### src/design/lru_page_replacement_defines.svh
// Assertion helpers for the LRU page replacement block.
`ifndef LRU_PAGE_REPLACEMENT_DEFINES_SVH
`define LRU_PAGE_REPLACEMENT_DEFINES_SVH
`ifndef SYNTHESIS
`define LRP_ASSERT(lbl, prop) \
    lbl: assert property (@(posedge i_clk) disable iff (!i_rst_n) prop) \
        else $error("lru_page_replacement: assertion failed");
`define LRP_ASSERT_IMP(lbl, ante, cons) `LRP_ASSERT(lbl, (ante) |-> (cons))
`else
`define LRP_ASSERT(lbl, prop)
`define LRP_ASSERT_IMP(lbl, ante, cons)
`endif
`endif

### src/design/lrp_pkg.sv
package lrp_pkg;

    localparam int FRAMES     = 8;
    localparam int PAGE_BITS  = 8;
    localparam int COUNT_BITS = 16;
    localparam int CFG_BITS   = 4;
    localparam int SLOT_BITS  = 3;
    localparam int IDX_BITS   = (FRAMES > 1) ? $clog2(FRAMES) : 1;
    localparam int AGE_BITS   = IDX_BITS;

    localparam logic [CFG_BITS-1:0] CFG_RESET = CFG_BITS'(8);

    typedef logic [IDX_BITS-1:0]  t_idx;
    typedef logic [AGE_BITS-1:0]  t_age;
    typedef logic [PAGE_BITS-1:0] t_page;

    typedef enum logic [1:0] {
        ST_IDLE,
        ST_LOOKUP,
        ST_UPDATE
    } t_state;

    // Search results rippling from cell 0 upward.
    typedef struct packed {
        logic  hit_found;
        t_idx  hit_idx;
        t_age  hit_age;
        logic  empty_found;
        t_idx  empty_idx;
        t_age  max_age;
        t_idx  max_idx;
        t_page max_page;
    } t_chain;

    // Update broadcast to every cell.
    typedef struct packed {
        logic  upd;
        logic  clear;
        t_idx  slot;
        logic  age_all;
        t_age  old_age;
        logic  wr_page;
        t_page page;
    } t_cmd;

endpackage

### src/design/lrp_cell.sv
module lrp_cell import lrp_pkg::*; (
    input  logic   i_clk,
    input  logic   i_rst_n,
    input  t_idx   i_idx,
    input  logic   i_active,
    input  t_page  i_key,
    input  t_chain i_chain,
    output t_chain o_chain,
    input  t_cmd   i_cmd,
    output logic   o_valid
);

    logic  r_valid, n_valid;
    t_age  r_age, n_age;
    t_page r_page, n_page;
    logic  w_hit, w_empty, w_max;

    // Lowest active index wins for hit and empty; strict compare keeps lowest on ties.
    // Cell 0 always seeds the oldest-frame search, even at age 0.
    always_comb begin
        w_hit   = i_active && r_valid && (r_page == i_key) && !i_chain.hit_found;
        w_empty = i_active && !r_valid && !i_chain.empty_found;
        w_max   = i_active && ((r_age > i_chain.max_age) || (i_idx == '0));

        o_chain             = i_chain;
        o_chain.hit_found   = i_chain.hit_found | w_hit;
        o_chain.empty_found = i_chain.empty_found | w_empty;
        if (w_hit) begin
            o_chain.hit_idx = i_idx;
            o_chain.hit_age = r_age;
        end
        if (w_empty) begin
            o_chain.empty_idx = i_idx;
        end
        if (w_max) begin
            o_chain.max_age  = r_age;
            o_chain.max_idx  = i_idx;
            o_chain.max_page = r_page;
        end
    end

    always_comb begin
        n_valid = r_valid;
        n_age   = r_age;
        n_page  = r_page;
        if (i_cmd.upd) begin
            if (i_idx == i_cmd.slot) begin
                n_valid = 1'b1;
                n_age   = '0;
                if (i_cmd.wr_page) begin
                    n_page = i_cmd.page;
                end
            end else if (r_valid && (i_cmd.age_all || (r_age < i_cmd.old_age))
                         && (r_age != '1)) begin
                n_age = r_age + t_age'(1);
            end
            if (i_cmd.clear) begin
                n_valid = 1'b0;
                n_age   = '0;
            end
        end
    end

    always_ff @(posedge i_clk) begin
        if (!i_rst_n) begin
            r_valid <= 1'b0;
            r_age   <= '0;
        end else begin
            r_valid <= n_valid;
            r_age   <= n_age;
        end
        r_page <= n_page;
    end

    assign o_valid = r_valid;

endmodule

### src/design/lru_page_replacement.sv
// LRU page replacement, one row of frame cells with a rippled search.
// A transaction passes through the LOOKUP and UPDATE states to the registered result.
// A new transaction is taken only in IDLE, once the lookup/update sequencer is done with the last one;
// the update waits while the result register is still held by the consumer.
// Reset (synchronous, active low): all frames empty, ages and fault count zero,
// frame count 8, no result pending.
`include "lru_page_replacement_defines.svh"

module lru_page_replacement import lrp_pkg::*; (
    input  logic                  i_clk,
    input  logic                  i_rst_n,
    // configuration: frame count
    input  logic                  i_cfg_we,
    input  logic [CFG_BITS-1:0]   i_cfg_wdata,
    // reference input
    input  logic                  i_in_valid,
    output logic                  o_in_ready,
    input  logic [PAGE_BITS-1:0]  i_page,
    input  logic                  i_last_ref,
    // result output
    output logic                  o_out_valid,
    input  logic                  i_out_ready,
    output logic                  o_fault,
    output logic [SLOT_BITS-1:0]  o_slot,
    output logic                  o_evicted_valid,
    output logic [PAGE_BITS-1:0]  o_evicted_page,
    output logic [COUNT_BITS-1:0] o_fault_total
);

    t_state r_state, n_state;

    logic [CFG_BITS-1:0] r_frame_count;

    // captured transaction
    t_page r_page;
    logic  r_last;

    // decision latched at the end of lookup
    logic  r_hit;
    logic  r_fill;
    t_idx  r_slot;
    t_age  r_old_age;
    t_page r_ev_page;

    logic [COUNT_BITS-1:0] r_fault_cnt;
    logic [COUNT_BITS-1:0] w_cnt_next;

    // result register
    logic                  r_out_valid;
    logic                  r_out_fault;
    t_idx                  r_out_slot;
    logic                  r_out_ev_valid;
    t_page                 r_out_ev_page;
    logic [COUNT_BITS-1:0] r_out_total;

    logic w_accept;
    logic w_lookup;
    logic w_upd;

    t_chain              w_chain [FRAMES+1];
    logic [FRAMES-1:0]   w_valid_vec;
    t_cmd                w_cmd;

    //------------------------------------------------------------------
    // Sequencer: IDLE takes a transaction, LOOKUP latches the search,
    // UPDATE writes the cells once the result register can take the result.
    //------------------------------------------------------------------
    always_comb begin
        n_state = r_state;
        unique case (r_state)
            ST_IDLE:   if (i_in_valid) n_state = ST_LOOKUP;
            ST_LOOKUP: n_state = ST_UPDATE;
            ST_UPDATE: if (!r_out_valid || i_out_ready) n_state = ST_IDLE;
            default:   n_state = ST_IDLE;
        endcase
    end

    always_comb begin
        o_in_ready = 1'b0;
        w_lookup   = 1'b0;
        w_upd      = 1'b0;
        unique case (r_state)
            ST_IDLE:   o_in_ready = 1'b1;
            ST_LOOKUP: w_lookup = 1'b1;
            ST_UPDATE: w_upd = !r_out_valid || i_out_ready;
            default:   o_in_ready = 1'b0;
        endcase
    end

    assign w_accept = i_in_valid && o_in_ready;

    always_ff @(posedge i_clk) begin
        if (!i_rst_n) begin
            r_state <= ST_IDLE;
        end else begin
            r_state <= n_state;
        end
    end

    // Frame count register; out-of-range values are handled by the active masks.
    always_ff @(posedge i_clk) begin
        if (!i_rst_n) begin
            r_frame_count <= CFG_RESET;
        end else if (i_cfg_we) begin
            r_frame_count <= i_cfg_wdata;
        end
    end

    always_ff @(posedge i_clk) begin
        if (w_accept) begin
            r_page <= i_page;
            r_last <= i_last_ref;
        end
    end

    //------------------------------------------------------------------
    // Cell row. Search ripples from cell 0, so the first match, the first
    // empty frame and the oldest frame all resolve to the lowest index.
    // Frame 0 is always active; frame g is active when frame_count > g.
    //------------------------------------------------------------------
    assign w_chain[0] = '0;

    for (genvar g = 0; g < FRAMES; g++) begin : g_cell
        lrp_cell u_cell (
            .i_clk   (i_clk),
            .i_rst_n (i_rst_n),
            .i_idx   (t_idx'(g)),
            .i_active((g == 0) || (r_frame_count > CFG_BITS'(g))),
            .i_key   (r_page),
            .i_chain (w_chain[g]),
            .o_chain (w_chain[g+1]),
            .i_cmd   (w_cmd),
            .o_valid (w_valid_vec[g])
        );
    end

    // Hit beats fill beats eviction.
    always_ff @(posedge i_clk) begin
        if (w_lookup) begin
            r_hit     <= w_chain[FRAMES].hit_found;
            r_fill    <= !w_chain[FRAMES].hit_found && w_chain[FRAMES].empty_found;
            r_ev_page <= w_chain[FRAMES].max_page;
            if (w_chain[FRAMES].hit_found) begin
                r_slot    <= w_chain[FRAMES].hit_idx;
                r_old_age <= w_chain[FRAMES].hit_age;
            end else if (w_chain[FRAMES].empty_found) begin
                r_slot    <= w_chain[FRAMES].empty_idx;
                r_old_age <= '0;
            end else begin
                r_slot    <= w_chain[FRAMES].max_idx;
                r_old_age <= w_chain[FRAMES].max_age;
            end
        end
    end

    // On a fill every resident frame ages; otherwise only those younger than the slot.
    always_comb begin
        w_cmd.upd     = w_upd;
        w_cmd.clear   = r_last;
        w_cmd.slot    = r_slot;
        w_cmd.age_all = r_fill;
        w_cmd.old_age = r_old_age;
        w_cmd.wr_page = !r_hit;
        w_cmd.page    = r_page;
    end

    // Saturating fault count; the reported total includes this fault.
    assign w_cnt_next = (!r_hit && (r_fault_cnt != '1))
                        ? r_fault_cnt + COUNT_BITS'(1) : r_fault_cnt;

    always_ff @(posedge i_clk) begin
        if (!i_rst_n) begin
            r_fault_cnt <= '0;
        end else if (w_upd) begin
            r_fault_cnt <= r_last ? '0 : w_cnt_next;
        end
    end

    // Result register frees the input side while the consumer stalls.
    always_ff @(posedge i_clk) begin
        if (!i_rst_n) begin
            r_out_valid <= 1'b0;
        end else if (w_upd) begin
            r_out_valid <= 1'b1;
        end else if (i_out_ready) begin
            r_out_valid <= 1'b0;
        end
    end

    always_ff @(posedge i_clk) begin
        if (w_upd) begin
            r_out_fault    <= !r_hit;
            r_out_slot     <= r_slot;
            r_out_ev_valid <= !r_hit && !r_fill;
            r_out_ev_page  <= (!r_hit && !r_fill) ? r_ev_page : '0;
            r_out_total    <= w_cnt_next;
        end
    end

    assign o_out_valid     = r_out_valid;
    assign o_fault         = r_out_fault;
    assign o_slot          = SLOT_BITS'(r_out_slot);
    assign o_evicted_valid = r_out_ev_valid;
    assign o_evicted_page  = r_out_ev_page;
    assign o_fault_total   = r_out_total;

    //------------------------------------------------------------------
    // Checks
    //------------------------------------------------------------------
    `LRP_ASSERT(a_last_clears, (w_upd && r_last) |=> (w_valid_vec == '0))
    `LRP_ASSERT(a_one_fill, w_upd |=> $countones(w_valid_vec) <= $countones($past(w_valid_vec)) + 1)
    `LRP_ASSERT_IMP(a_evict_is_fault, r_out_valid && r_out_ev_valid, r_out_fault)
    `LRP_ASSERT_IMP(a_fault_counted, r_out_valid && r_out_fault, r_out_total != '0)

endmodule
### config.mk
export PLATFORM = sky130hd
export DESIGN_NAME = lru_page_replacement
export DESIGN_NICKNAME = d
export VERILOG_FILES = /design/src/design/lrp_pkg.sv /design/src/design/lrp_cell.sv /design/src/design/lru_page_replacement.sv
export VERILOG_INCLUDE_DIRS = /design/src /design/src/design
export SDC_FILE = /design/constraint.sdc
export NUM_CORES = 1
export LEC_CHECK = 0
export BUFFER_PORTS_ARGS = -buffer_cell sky130_fd_sc_hd__buf_2
export CORE_MARGIN = 2
export CORE_UTILIZATION = 60
export CTS_BUF_LIST = sky130_fd_sc_hd__clkbuf_2
export CTS_CLUSTER_SIZE = 14
export DETAILED_ROUTE_END_ITERATION = 8
export GPL_TIMING_DRIVEN = 0
export MAX_ROUTING_LAYER = met4
export PLACE_DENSITY = 0.76
export SYNTH_ARGS = -nofsm -noshare
export SYNTH_HDL_FRONTEND = slang
export SYNTH_SLANG_ARGS = --single-unit
### constraint.sdc
create_clock -name i_clk -period 11.3 [get_ports i_clk]
set_clock_uncertainty 0.1 [all_clocks]
set_input_delay 1.695 -clock i_clk [delete_from_list [all_inputs] [get_ports i_clk]]
set_output_delay 1.695 -clock i_clk [all_outputs]
set_load 0.02 [all_outputs]
==> key figures <==
Outcome
  • Outcome: finished, final reports clean

Yosys
  • Synth warn: 0
  • Top_reg_cell synth: edfxtp_1
  • Synth Cell Area: 9676 sq um
  • Post-Syn Instances: 905
  • Synth Register Bits: 173
  • Synthesized net count: 969
  • Post-synth cell types: 75
  • Post-synth top area share: 0.3662
  • Register area share after synthesis: 0.4800
  • Synth area leaders: edfxtp_1, dfxtp_1, ha_1, xnor2_1, nor2b_1
  • Cell taking the most area after synthesis: edfxtp_1
  • Mean Syn Cell Area: 10.69 sq um
  • Post-synth EDFFs: 118
  • Share of synthesized registers carrying an async set or reset: 0

Pwr
  • Clock power frac: 0.288
  • Leak Pwr: 3.807 nW
  • Psw: 0.2866 mW
  • Flop pwr share: 0.643
  • Combinational power share: 0.069
  • Net Sw Frac: 0.2647
  • P_int: 0.7959 mW
  • Total power draw: 1.082 mW
  • Worst vdd ir: 67.92 uV
  • Power density over the cells: 102.8 nW/um^2

STA
  • Fin crit period: 10.68 ns
  • Max_slew headroom: 0.1501
  • Fmax: 93.63 MHz
  • Worst slew pin tran: 1.265 ns
  • Fin. Hold Viols: 0
  • Endpoints failing setup: 0
  • Slew Viols, Final: 0
  • Final WS setup: 0.6194 ns
  • Final period utilization: 0.9452

GRT
  • Initial antenna violation count: 1
  • GRT Resource Usage Total: 0.2788
  • First-pass GRT wire length: 34,960 um
  • Number of global-route vias before repair: 6,557
  • Pin count of the biggest net entering global routing: 39
  • Total gr overflow: 0

Clock tree
  • Maximum clock path buffer count: 2
  • Total CTS buffers: 17
  • Clk pin slew, worst setup/hold paths: 0.25 ns
  • Post-CTS Hold Fix Bufs: 0
  • H-tree depth: 4
  • Worst-Skew Late Latency: 0.76 ns
  • Root buffer cell: clkbuf_2
  • CTS tree: yes
  • Total clock sinks: 173

Worst setup path
  • Critical path launch point type: flip-flop
  • Data required, critical path: 11.73 ns
  • CP most frequent cell: ha_1
  • Critical Path Sink Type: flip-flop
  • FF-to-FF path depth: 51
  • Max incr delay on CP: 0.45 ns
  • Crit path kind: flip-flop to flip-flop
  • Critical path peak fanout: 10
  • Crit path DAT: 11.11 ns
  • CP max stage cell: a221o_2

Placement
  • GP Congestion: 0.9827
  • # port buffers: 46
  • Worst slack, placed: -1.139 ns
  • Dpl hpwl: 16,910 um

Layout
  • Area grow syn2layout: 8.781%
  • Share of cells above drive strength 1: 0.1621
  • Most frequent cells in the layout: edfxtp_1, nor2_1, xnor2_1
  • Final nets: 1,039
  • Commonest non-fill, non-tap cell in the layout: edfxtp_1
  • Post-Route Utilization: 0.6650

Detailed routing
  • DR DRC count: 0
  • Average wire per standard cell: 18.74 um
  • Antenna violation net count after detailed routing: 0
  • Drt total wl: 22,560 um
  • Vias/cell: 6.050
  • Vias: 7,284
  • TritonRoute pass-1 iters: 7
  • DR iter-0 viols: 718

Min path
  • Worst hold path type: flip-flop to flip-flop
  • Hold depth: 0

Floorplan
  • CORE AREA: 15,830 sq um
  • Initial Utilization: 0.6113
  • I/O pin cnt: 49
  • Width of the die: 131.0 um
  • Die area: 17,160 sq um
  • Row cnt: 46
  • Die height: 131.0 um

Job
  • Max-capacitance violation count: 0
final timing paths:
kind                             start      endpoint  slack, ns
min reg2reg                  r_slot[0]     o_slot[0]       0.38
max reg2reg  g_cell[0].u_cell.r_age[2]  r_old_age[1]       0.62
max          g_cell[0].u_cell.r_age[2]  r_old_age[1]       0.62
min                          r_slot[0]     o_slot[0]       0.38
critical path, delay by kind of cell (launching register included):
family                     cells  cell delay [ns]
AOI/OAI and AO/OA             18             3.21
adders and majority gates      8             2.36
and+or+nand+nor               15             2.22
buffers and inverters          7             1.08
muxes                          3             1.06
DFF                            1             0.42
registers in the layout, summed over array words and instances (netlist names), 4 cells and up:
name                   flops
g_cell.u_cell.r_page      64
g_cell.u_cell.r_age       24
o_fault_total             16
r_fault_cnt               16
g_cell.u_cell.o_valid      8
o_evicted_page             8
r_ev_page                  8
r_page                     8
r_frame_count              4
routing by layer:
metal	up-vias	part of all wire	GRT usage
li1	3496	-	-
met1	3431	0.44	0.3807
met2	312	0.46	0.4237
met3	45	0.074	0.05130
met4	0	0.024	0.08949
met5	-	0	-
cell families (layout without fill, tap and decap cells):
group	count (synthesis)	in the layout	share of synthesized area
muxes	46	46	0.05237
DFF	173	173	0.4800
xor gates and xnor gates	79	79	0.07151
other	0	1	0
buffers and inverters	62	144	0.02599
adders and majority gates	47	47	0.06052
AOI/OAI and AO/OA	203	203	0.1483
and+or+nand+nor	295	295	0.1613
cell usage after synthesis, types with 23 or more instances:
library cell and instances:
a21oi_1 37, a22oi_1 38, clkbuf_1 24, dfxtp_1 55, edfxtp_1 118, ha_1 46, inv_1 25, mux2_2 23
nand2_1 43, nor2_1 74, nor2b_1 49, o21ai_0 34, xnor2_1 62
power by group through the flow:
stage / logic, mW / registers [mW] / clock network [mW]
5_1_grt: 0.0811 / 0.698 / 0.340
3_3_place_gp: 0.0720 / 0.709 / 0
6_report: 0.0747 / 0.696 / 0.312
4_1_cts: 0.0736 / 0.696 / 0.317
3_5_place_dp: 0.0732 / 0.709 / 0
2_1_floorplan: 0.0478 / 0.709 / 0
cell type report:
type | count | area (sq um)
Antenna cell | 1 | 2.502
Buffer | 37 | 173.9
Clock buffer | 17 | 85.08
Clock inverter | 14 | 133.9
Fill cell | 1291 | 5303
Inverter | 25 | 93.84
Multi-Input combinational cell | 670 | 4847
Sequential cell | 173 | 4651
Tap cell | 216 | 270.3
Timing Repair Buffer | 51 | 267.8
repair_timing:
item                                    CTS  global route
pin swaps                                 2             6
gates resized for setup                   9            22
buffers inserted                          2             3
endpoints found under the setup margin   14            14
per-stage QoR:
step	hold WS (ns)	setup TNS (ns)	area, sq um	std cells
floorplan	0.3244	0	9676	905
global placement	0.3292	-11.04	10180	1167
detailed placement	0.3309	-13.62	10190	1167
CTS	0.3817	0	10440	1200
global route	0.4088	-0.09849	10530	1204
finish	0.3782	0	10530	1204
Power figures use the tool's default switching activity.
